--- src/rtl/dds_pkg.sv ---
// ----------------------------------------------------------------------------
// dds_pkg
// shared widths, limits and status types for the digit sorting unit
// ----------------------------------------------------------------------------
package dds_pkg;

    // input number and result digit widths
    localparam int NUMBER_W   = 30;
    localparam int DIGIT_W    = 4;

    // largest number of decimal digits accepted
    localparam int MAX_DIGITS = 9;
    localparam int RADIX      = 10;

    // bcd digits needed to hold any number of NUMBER_W bits
    localparam int BCD_DIGITS = 10;
    localparam int BCD_W      = BCD_DIGITS * DIGIT_W;

    // digit count and conversion step counter widths
    localparam int COUNT_W    = $clog2(BCD_DIGITS + 1);
    localparam int CONV_CNT_W = $clog2(NUMBER_W + 1);

    localparam logic [DIGIT_W-1:0] DIGIT_MAX = DIGIT_W'(RADIX - 1);

    // radix to the power n, worked out at elaboration
    function automatic logic [63:0] radix_pow(input int n);
        logic [63:0] lim;
        lim = 64'd1;
        for (int i = 0; i < n && i < 19; i++) begin
            lim = lim * 64'(RADIX);
        end
        return lim;
    endfunction

    // first number that has too many digits
    localparam logic [63:0] UPPER_LIMIT = radix_pow(MAX_DIGITS);

    // status of the binary to bcd converter
    typedef struct packed {
        logic busy;
        logic done;
    } dds_conv_stat_t;

endpackage

--- src/rtl/dds_bin2bcd.sv ---
// ----------------------------------------------------------------------------
// dds_bin2bcd
// bit-serial binary to bcd converter (shift and add three)
// ----------------------------------------------------------------------------
module dds_bin2bcd
    import dds_pkg::*;
(
    input  logic                 aclk,
    input  logic                 aresetn,
    input  logic                 start,
    input  logic [NUMBER_W-1:0]  number,
    output dds_conv_stat_t       stat,
    output logic [BCD_W-1:0]     bcd
);

    logic [NUMBER_W-1:0]   bin_reg;
    logic [BCD_W-1:0]      bcd_reg;
    logic [BCD_W-1:0]      bcd_adj;
    logic [CONV_CNT_W-1:0] cnt_reg;
    logic                  busy_reg;

    // add three to every digit of five or more before the shift
    always_comb begin
        for (int i = 0; i < BCD_DIGITS; i++) begin
            if (bcd_reg[i*DIGIT_W +: DIGIT_W] >= DIGIT_W'(5)) begin
                bcd_adj[i*DIGIT_W +: DIGIT_W] = bcd_reg[i*DIGIT_W +: DIGIT_W] + DIGIT_W'(3);
            end else begin
                bcd_adj[i*DIGIT_W +: DIGIT_W] = bcd_reg[i*DIGIT_W +: DIGIT_W];
            end
        end
    end

    always_ff @(posedge aclk) begin
        if (!aresetn) begin
            busy_reg <= 1'b0;
            cnt_reg  <= '0;
        end else if (start) begin
            busy_reg <= 1'b1;
            cnt_reg  <= CONV_CNT_W'(NUMBER_W);
            bin_reg  <= number;
            bcd_reg  <= '0;
        end else if (busy_reg) begin
            if (cnt_reg == '0) begin
                busy_reg <= 1'b0;
            end else begin
                cnt_reg <= cnt_reg - CONV_CNT_W'(1);
                bcd_reg <= {bcd_adj[BCD_W-2:0], bin_reg[NUMBER_W-1]};
                bin_reg <= {bin_reg[NUMBER_W-2:0], 1'b0};
            end
        end
    end

    assign stat.busy = busy_reg;
    assign stat.done = busy_reg && (cnt_reg == '0);
    assign bcd       = bcd_reg;

endmodule

--- src/rtl/dds_sorter.sv ---
// ----------------------------------------------------------------------------
// dds_sorter
// digit histogram, then descending emission through an output register
// ----------------------------------------------------------------------------
module dds_sorter
    import dds_pkg::*;
(
    input  logic                aclk,
    input  logic                aresetn,
    input  logic                load,
    input  logic [BCD_W-1:0]    bcd,
    output logic                busy,
    output logic                m_valid,
    input  logic                m_ready,
    output logic [DIGIT_W-1:0]  m_digit,
    output logic                m_last
);

    localparam logic [1:0] ST_IDLE  = 2'd0;
    localparam logic [1:0] ST_COUNT = 2'd1;
    localparam logic [1:0] ST_EMIT  = 2'd2;

    logic [1:0]          state_reg;
    logic [BCD_W-1:0]    digits_reg;
    logic [COUNT_W-1:0]  tally_reg [0:RADIX-1];
    logic [COUNT_W-1:0]  total_reg;
    logic [DIGIT_W-1:0]  sel_reg;
    logic                m_valid_reg;
    logic [DIGIT_W-1:0]  m_digit_reg;
    logic                m_last_reg;

    logic [DIGIT_W-1:0]  low_digit;
    logic [COUNT_W-1:0]  sel_tally;
    logic                out_free;
    logic                emit_fire;

    assign low_digit = digits_reg[DIGIT_W-1:0];
    assign sel_tally = tally_reg[sel_reg];
    assign out_free  = !m_valid_reg || m_ready;
    assign emit_fire = (state_reg == ST_EMIT) && (sel_tally != '0) && out_free;

    always_ff @(posedge aclk) begin
        if (!aresetn) begin
            state_reg   <= ST_IDLE;
            m_valid_reg <= 1'b0;
        end else begin
            if (emit_fire) begin
                m_valid_reg <= 1'b1;
            end else if (m_ready) begin
                m_valid_reg <= 1'b0;
            end
            unique case (state_reg)
                ST_IDLE: begin
                    if (load) begin
                        state_reg  <= ST_COUNT;
                        digits_reg <= bcd;
                        total_reg  <= '0;
                        for (int i = 0; i < RADIX; i++) begin
                            tally_reg[i] <= '0;
                        end
                    end
                end
                ST_COUNT: begin
                    // one digit a cycle, lowest first, until only leading zeros remain
                    if (digits_reg == '0) begin
                        state_reg <= ST_EMIT;
                        sel_reg   <= DIGIT_MAX;
                    end else begin
                        for (int i = 0; i < RADIX; i++) begin
                            if (low_digit == DIGIT_W'(i)) begin
                                tally_reg[i] <= tally_reg[i] + COUNT_W'(1);
                            end
                        end
                        digits_reg <= digits_reg >> DIGIT_W;
                        total_reg  <= total_reg + COUNT_W'(1);
                    end
                end
                ST_EMIT: begin
                    if (sel_tally == '0) begin
                        sel_reg <= sel_reg - DIGIT_W'(1);
                    end else if (out_free) begin
                        m_digit_reg <= sel_reg;
                        m_last_reg  <= (total_reg == COUNT_W'(1));
                        total_reg   <= total_reg - COUNT_W'(1);
                        for (int i = 0; i < RADIX; i++) begin
                            if (sel_reg == DIGIT_W'(i)) begin
                                tally_reg[i] <= tally_reg[i] - COUNT_W'(1);
                            end
                        end
                        if (total_reg == COUNT_W'(1)) begin
                            state_reg <= ST_IDLE;
                        end
                    end
                end
                default: begin
                    state_reg <= ST_IDLE;
                end
            endcase
        end
    end

    assign busy    = (state_reg != ST_IDLE);
    assign m_valid = m_valid_reg;
    assign m_digit = m_digit_reg;
    assign m_last  = m_last_reg;

endmodule

--- src/rtl/decimal_digits_sorted_descending_unit.sv ---
// ----------------------------------------------------------------------------
// decimal_digits_sorted_descending_unit
// splits a number into decimal digits and streams them largest first
// ----------------------------------------------------------------------------
// channel  | direction | ports                       | meaning
// ---------+-----------+-----------------------------+--------------------------
// s_       | in        | s_valid s_ready s_number    | one number per request
// m_       | out       | m_valid m_ready m_digit/last| one digit per request
//
// a number in range is accepted, converted to bcd bit-serially, then
// its histogram is built one significant digit per cycle, then its digits
// are emitted largest first, each empty digit value skipped in a step of
// its own; zero or too many digits is dropped in the accept cycle.
// reset is synchronous, active low, and clears only control state.
// the final digit waits in the output register while the next number is
// taken; a stalled output holds the sorter in its emit phase.
// ----------------------------------------------------------------------------
module decimal_digits_sorted_descending_unit
    import dds_pkg::*;
(
    input  logic                aclk,
    input  logic                aresetn,
    input  logic                s_valid,
    output logic                s_ready,
    input  logic [NUMBER_W-1:0] s_number,
    output logic                m_valid,
    input  logic                m_ready,
    output logic [DIGIT_W-1:0]  m_digit,
    output logic                m_last
);

    dds_conv_stat_t      conv_stat;
    logic [BCD_W-1:0]    conv_bcd;
    logic                sort_busy;
    logic                in_range;
    logic                start;

    // zero and numbers with too many digits give no results
    assign in_range = (s_number != '0) && (64'(s_number) < UPPER_LIMIT);

    // one number in flight; conversion busy covers the hand-over cycle
    assign s_ready = !conv_stat.busy && !sort_busy;
    assign start   = s_valid && s_ready && in_range;

    // binary to bcd, one input bit a cycle
    dds_bin2bcd u_bin2bcd (
        .aclk    (aclk),
        .aresetn (aresetn),
        .start   (start),
        .number  (s_number),
        .stat    (conv_stat),
        .bcd     (conv_bcd)
    );

    // histogram of digits, then emission from nine down to zero
    dds_sorter u_sorter (
        .aclk    (aclk),
        .aresetn (aresetn),
        .load    (conv_stat.done),
        .bcd     (conv_bcd),
        .busy    (sort_busy),
        .m_valid (m_valid),
        .m_ready (m_ready),
        .m_digit (m_digit),
        .m_last  (m_last)
    );

endmodule

--- config.mk ---
export PLATFORM = sky130hd
export DESIGN_NAME = decimal_digits_sorted_descending_unit
export DESIGN_NICKNAME = d
export VERILOG_FILES = /design/src/rtl/dds_pkg.sv /design/src/rtl/dds_bin2bcd.sv /design/src/rtl/dds_sorter.sv /design/src/rtl/decimal_digits_sorted_descending_unit.sv
export SDC_FILE = /design/constraint.sdc
export NUM_CORES = 1
export LEC_CHECK = 0
export ABC_AREA = 1
export BUFFER_PORTS_ARGS = -buffer_cell sky130_fd_sc_hd__buf_2
export CAP_MARGIN = 20
export CORE_MARGIN = 2
export CORE_UTILIZATION = 45
export DETAILED_ROUTE_END_ITERATION = 16
export PLACE_DENSITY = 0.73
export SYNTH_ARGS = -nofsm -noshare
export SYNTH_HDL_FRONTEND = slang
export SYNTH_SLANG_ARGS = --single-unit
--- constraint.sdc ---
create_clock -name aclk -period 6.2 [get_ports aclk]
set_clock_uncertainty 0.15 [all_clocks]
set_input_delay 0.93 -clock aclk [delete_from_list [all_inputs] [get_ports aclk]]
set_output_delay 0.93 -clock aclk [all_outputs]
set_load 0.01 [all_outputs]
==> impl_metrics.prom <==
# TYPE chip_impl_metric gauge
chip_impl_metric{name="yosys.cell_types.count",unit=""} 37
chip_impl_metric{name="grt_overflow_total",unit=""} 0
chip_impl_metric{name="met3RoutedLength",unit="um"} 689
chip_impl_metric{name="avgViaCountPerCell",unit=""} 5.00
chip_impl_metric{name="final_design_area_no_fill",unit="mm^2"} 0.0111
chip_impl_info{name="top_layer_used",value="met4"} 1
chip_impl_metric{name="setup.reg_to_reg.worst_slack",unit="ns"} 2.78
chip_impl_metric{name="synth_edf_count",unit=""} 163
chip_impl_metric{name="die_height",unit="um"} 154
chip_impl_info{name="r2r_end",value="u_bin2bcd.bcd[8]$_SDFFCE_PN0P_"} 1
chip_impl_metric{name="grt.total_usage",unit="%"} 16.4
chip_impl_metric{name="cellLeakagePower",unit="nW"} 4.90
chip_impl_metric{name="clkTransAtPathRegs",unit="ns"} 0.07
chip_impl_metric{name="starting_density_of_the_core",unit="%"} 46.0
chip_impl_metric{name="routedWlPerCell",unit="um"} 12.9
chip_impl_metric{name="met1_length",unit="um"} 8310
chip_impl_info{name="timing_worst_setup_path_type",value="input port to register"} 1
chip_impl_metric{name="io-pin-count",unit=""} 41
chip_impl_metric{name="clkSinkCount",unit=""} 176
chip_impl_info{name="commonest_cells_in_the_synthesized_netlist",value="sky130_fd_sc_hd__nand2_1, sky130_fd_sc_hd__inv_1, sky130_fd_sc_hd__edfxtp_1"} 1
chip_impl_metric{name="dp_worst_setup_slack",unit="ns"} 2.28
chip_impl_metric{name="yosys.area.top_type_share",unit="%"} 48.6
chip_impl_metric{name="timing.slew.headroom",unit="%"} 35.6
chip_impl_metric{name="tns",unit="ns"} 0
chip_impl_metric{name="cts.path.max_buffers",unit=""} 2
chip_impl_metric{name="gp_congestion",unit=""} 0.817
chip_impl_metric{name="antenna_found_initial",unit=""} 1
chip_impl_info{name="min-delay-start",value="u_bin2bcd.cnt_reg[4]$_SDFFE_PN0P_"} 1
chip_impl_metric{name="final_antenna_net_count",unit=""} 0
chip_impl_metric{name="ctsResizeCount",unit=""} 0
chip_impl_metric{name="synth_warnings",unit=""} 0
chip_impl_metric{name="slew_viol_final",unit=""} 0
chip_impl_metric{name="portBuffers",unit=""} 40
chip_impl_metric{name="core_region_area",unit="mm^2"} 0.0219
chip_impl_metric{name="num_vias",unit=""} 7175
chip_impl_metric{name="die_area",unit="mm^2"} 0.0236
chip_impl_info{name="critical_path.reg2reg.startpoint",value="u_sorter.state_reg[0]$_SDFFE_PN0P_"} 1
chip_impl_metric{name="detailroute.wirelength.met2",unit="um"} 9320
chip_impl_metric{name="synth.ff_latch_count",unit=""} 176
chip_impl_metric{name="ff2ff_path_depth",unit=""} 9
chip_impl_metric{name="placedInstanceArea",unit="mm^2"} 0.0105
chip_impl_metric{name="setup_violations",unit=""} 0
chip_impl_metric{name="wire_length_of_the_first_global_routing_pass",unit="um"} 32100
chip_impl_metric{name="cts.htree.levels",unit=""} 4
chip_impl_metric{name="placementRows",unit=""} 54
chip_impl_metric{name="post_synth_inst_count",unit=""} 1105
chip_impl_metric{name="cellPowerDensity",unit="mW/mm^2"} 366
chip_impl_metric{name="dieWidth",unit="um"} 154
chip_impl_metric{name="cts_made_buffers",unit=""} 17
chip_impl_metric{name="synth-seq-area-share",unit="%"} 51.2
chip_impl_info{name="timing.critical_path.to_type",value="register"} 1
chip_impl_metric{name="final_period_minus_worst_setup_slack",unit="ns"} 3.46
chip_impl_metric{name="worstMarginPinSlew",unit="ns"} 0.963
chip_impl_metric{name="post_cts_hold_buffer_count",unit=""} 0
chip_impl_metric{name="drtPass1Iterations",unit=""} 5
chip_impl_metric{name="final_net_count",unit=""} 1237
chip_impl_info{name="crit_path_start_kind",value="input port"} 1
chip_impl_metric{name="worst_supply_voltage_drop_on_vdd",unit="mV"} 0.200
chip_impl_metric{name="ys_async_rst_share",unit="%"} 0
chip_impl_metric{name="max_freq",unit="MHz"} 289
chip_impl_metric{name="cp_max_fo",unit=""} 66
chip_impl_info{name="synth_top_flop_cell",value="sky130_fd_sc_hd__edfxtp_1"} 1
chip_impl_metric{name="maximum_number_of_pins_on_one_net_before_global_route_repair",unit=""} 83
chip_impl_metric{name="routed_wl",unit="um"} 18500
chip_impl_metric{name="share_of_cells_above_drive_strength_1",unit="%"} 10.1
chip_impl_metric{name="setup_ws",unit="ns"} 2.74
chip_impl_metric{name="syn_area_per_cell",unit="um^2"} 9.11
chip_impl_metric{name="timing.critical_path.required",unit="ns"} 6.10
chip_impl_info{name="holdPathEnd",value="u_bin2bcd.cnt_reg[4]$_SDFFE_PN0P_"} 1
chip_impl_info{name="cts_tree",value="yes"} 1
chip_impl_metric{name="number_of_drc_violations_after_detailed_routing",unit=""} 0
chip_impl_metric{name="timing.final.crit_share",unit="%"} 55.8
chip_impl_info{name="rsz_0062_raised_after_global_routing",value="false"} 1
chip_impl_metric{name="final_hold_viol_count",unit=""} 0
chip_impl_metric{name="hold_path_depth",unit=""} 2
chip_impl_metric{name="area_delta_synth_final",unit="%"} 10.5
chip_impl_info{name="min_path_type",value="register to register"} 1
chip_impl_metric{name="detail_route.iter0.violations",unit=""} 549
chip_impl_info{name="synth_top_cells_by_area",value="sky130_fd_sc_hd__edfxtp_1, sky130_fd_sc_hd__nand2_1, sky130_fd_sc_hd__ha_1"} 1
chip_impl_metric{name="first_global_vias",unit=""} 7189
chip_impl_info{name="run_status",value="finished, final reports clean"} 1
chip_impl_metric{name="synth.net_count",unit=""} 1200
chip_impl_metric{name="syn-cell-area",unit="mm^2"} 0.0101
chip_impl_info{name="dominant_cell_type_by_area_after_synthesis",value="sky130_fd_sc_hd__edfxtp_1"} 1
chip_impl_metric{name="post-cts-setup-buffers",unit=""} 0
chip_impl_info{name="synth.most_common_cell",value="sky130_fd_sc_hd__nand2_1"} 1
chip_impl_metric{name="worst-endpoint-arrival",unit="ns"} 3.36
chip_impl_info{name="ctsRootBufferMaster",value="sky130_fd_sc_hd__clkbuf_16"} 1
chip_impl_metric{name="layout.filler_cells",unit=""} 2009
chip_impl_info{name="crit_start",value="s_number[23]"} 1
chip_impl_metric{name="place_hpwl",unit="um"} 13300
chip_impl_metric{name="clock_latency",unit="ns"} 0.43
chip_impl_metric{name="timing.max_cap.violations",unit=""} 0
==> layer usage <==
layer	global-route usage, %	vias up
li1	-	3707
met1	20.0	3329
met2	29.8	118
met3	3.80	21
met4	3.36	0
met5	0	-
==> placed cells by master (no fill, tap or decap), types with 2 or more instances in the layout <==
cell type and n:
sky130_fd_sc_hd__nor2_8 9, sky130_fd_sc_hd__a31oi_1 2, sky130_fd_sc_hd__clkinv_2 2, sky130_fd_sc_hd__nor3_1 9
sky130_fd_sc_hd__nor2_1 140, sky130_fd_sc_hd__nand3_1 44, sky130_fd_sc_hd__inv_6 3, sky130_fd_sc_hd__dfxtp_1 13
sky130_fd_sc_hd__inv_8 2, sky130_fd_sc_hd__xor2_1 30, sky130_fd_sc_hd__nor2_2 4, sky130_fd_sc_hd__a21oi_1 47
sky130_fd_sc_hd__clkinv_1 2, sky130_fd_sc_hd__or2_2 11, sky130_fd_sc_hd__nor2_4 7, sky130_fd_sc_hd__o21ai_1 10
sky130_fd_sc_hd__edfxtp_1 163, sky130_fd_sc_hd__bufinv_16 2, sky130_fd_sc_hd__o31ai_1 2, sky130_fd_sc_hd__buf_4 5
sky130_fd_sc_hd__inv_2 3, sky130_fd_sc_hd__nand4_1 16, sky130_fd_sc_hd__o21ai_0 104, sky130_fd_sc_hd__clkbuf_16 17
sky130_fd_sc_hd__fa_1 9, sky130_fd_sc_hd__nand2_1 210, sky130_fd_sc_hd__clkinv_4 3, sky130_fd_sc_hd__buf_2 40
sky130_fd_sc_hd__inv_1 170, sky130_fd_sc_hd__ha_1 51, sky130_fd_sc_hd__nor4_1 10
==> per-stage QoR <==
stage          utilization (%)  std cells  hold WS, ns  power [W]
3_5_place_dp              48.1       1403        0.328    0.00303
6_report                  50.8       1436        0.342    0.00408
3_3_place_gp              48.1       1403        0.333    0.00298
4_1_cts                   50.8       1435        0.339    0.00412
2_1_floorplan                -       1105        0.274    0.00275
5_1_grt                   50.8       1435        0.365    0.00437
==> worst max path at each step <==
stage	endpoint	slack, ns	cells after the start
floorplan	u_bin2bcd.bcd[0]$_SDFFCE_PN0P_	0.34	9
global placement	u_bin2bcd.bcd[38]$_SDFFCE_PN0P_	2.33	7
detailed placement	u_bin2bcd.bcd[37]$_SDFFCE_PN0P_	2.28	7
CTS	u_bin2bcd.bcd[10]$_SDFFCE_PN0P_	2.74	7
global route	u_bin2bcd.bcd[10]$_SDFFCE_PN0P_	2.40	9
finish	u_bin2bcd.bcd[8]$_SDFFCE_PN0P_	2.74	9
==> critical path, stage by stage <==
cell	delay (ns)
sky130_fd_sc_hd__buf_2	0.10
sky130_fd_sc_hd__inv_1	0.09
sky130_fd_sc_hd__nor3_1	0.06
sky130_fd_sc_hd__o21ai_0	0.17
sky130_fd_sc_hd__nand2_1	0.08
sky130_fd_sc_hd__a31oi_1	0.20
sky130_fd_sc_hd__nand2_2	0.58
sky130_fd_sc_hd__a21oi_4	0.41
sky130_fd_sc_hd__buf_4	0.69
==> logic make-up (layout without fill, tap and decap cells) <==
family	count (synthesis)	after routing	share of synthesized area (%)
buffers and inverters	202	252	7.87
XOR/XNOR	31	31	2.70
AND/OR/NAND/NOR	466	466	21.4
flip-flops	176	176	51.2
AO/OA/AOI/OAI	169	169	8.57
other	0	1	0
adder cells (fa/ha/maj)	61	61	8.26
==> power by group <==
part	internal (W)	switching [W]	leakage [nW]
Clock	0.000602	0.000475	0.287
Sequential	0.00172	0.000168	1.62
Combinational	0.000360	0.000747	2.99
==> final cells by class <==
class / instances / area [um^2] / share of cell area, %
diodes: 1 / 2.50 / 0.0225
inverters: 175 / 659 / 5.93
well taps: 280 / 350 / 3.15
repair buffers: 45 / 238 / 2.14
multi-input cells: 727 / 4130 / 37.1
clock buffers: 18 / 429 / 3.86
clock inverters: 14 / 156 / 1.41
flip-flops and latches: 176 / 5150 / 46.3
No activity file was read; power rests on OpenSTA's default activity.
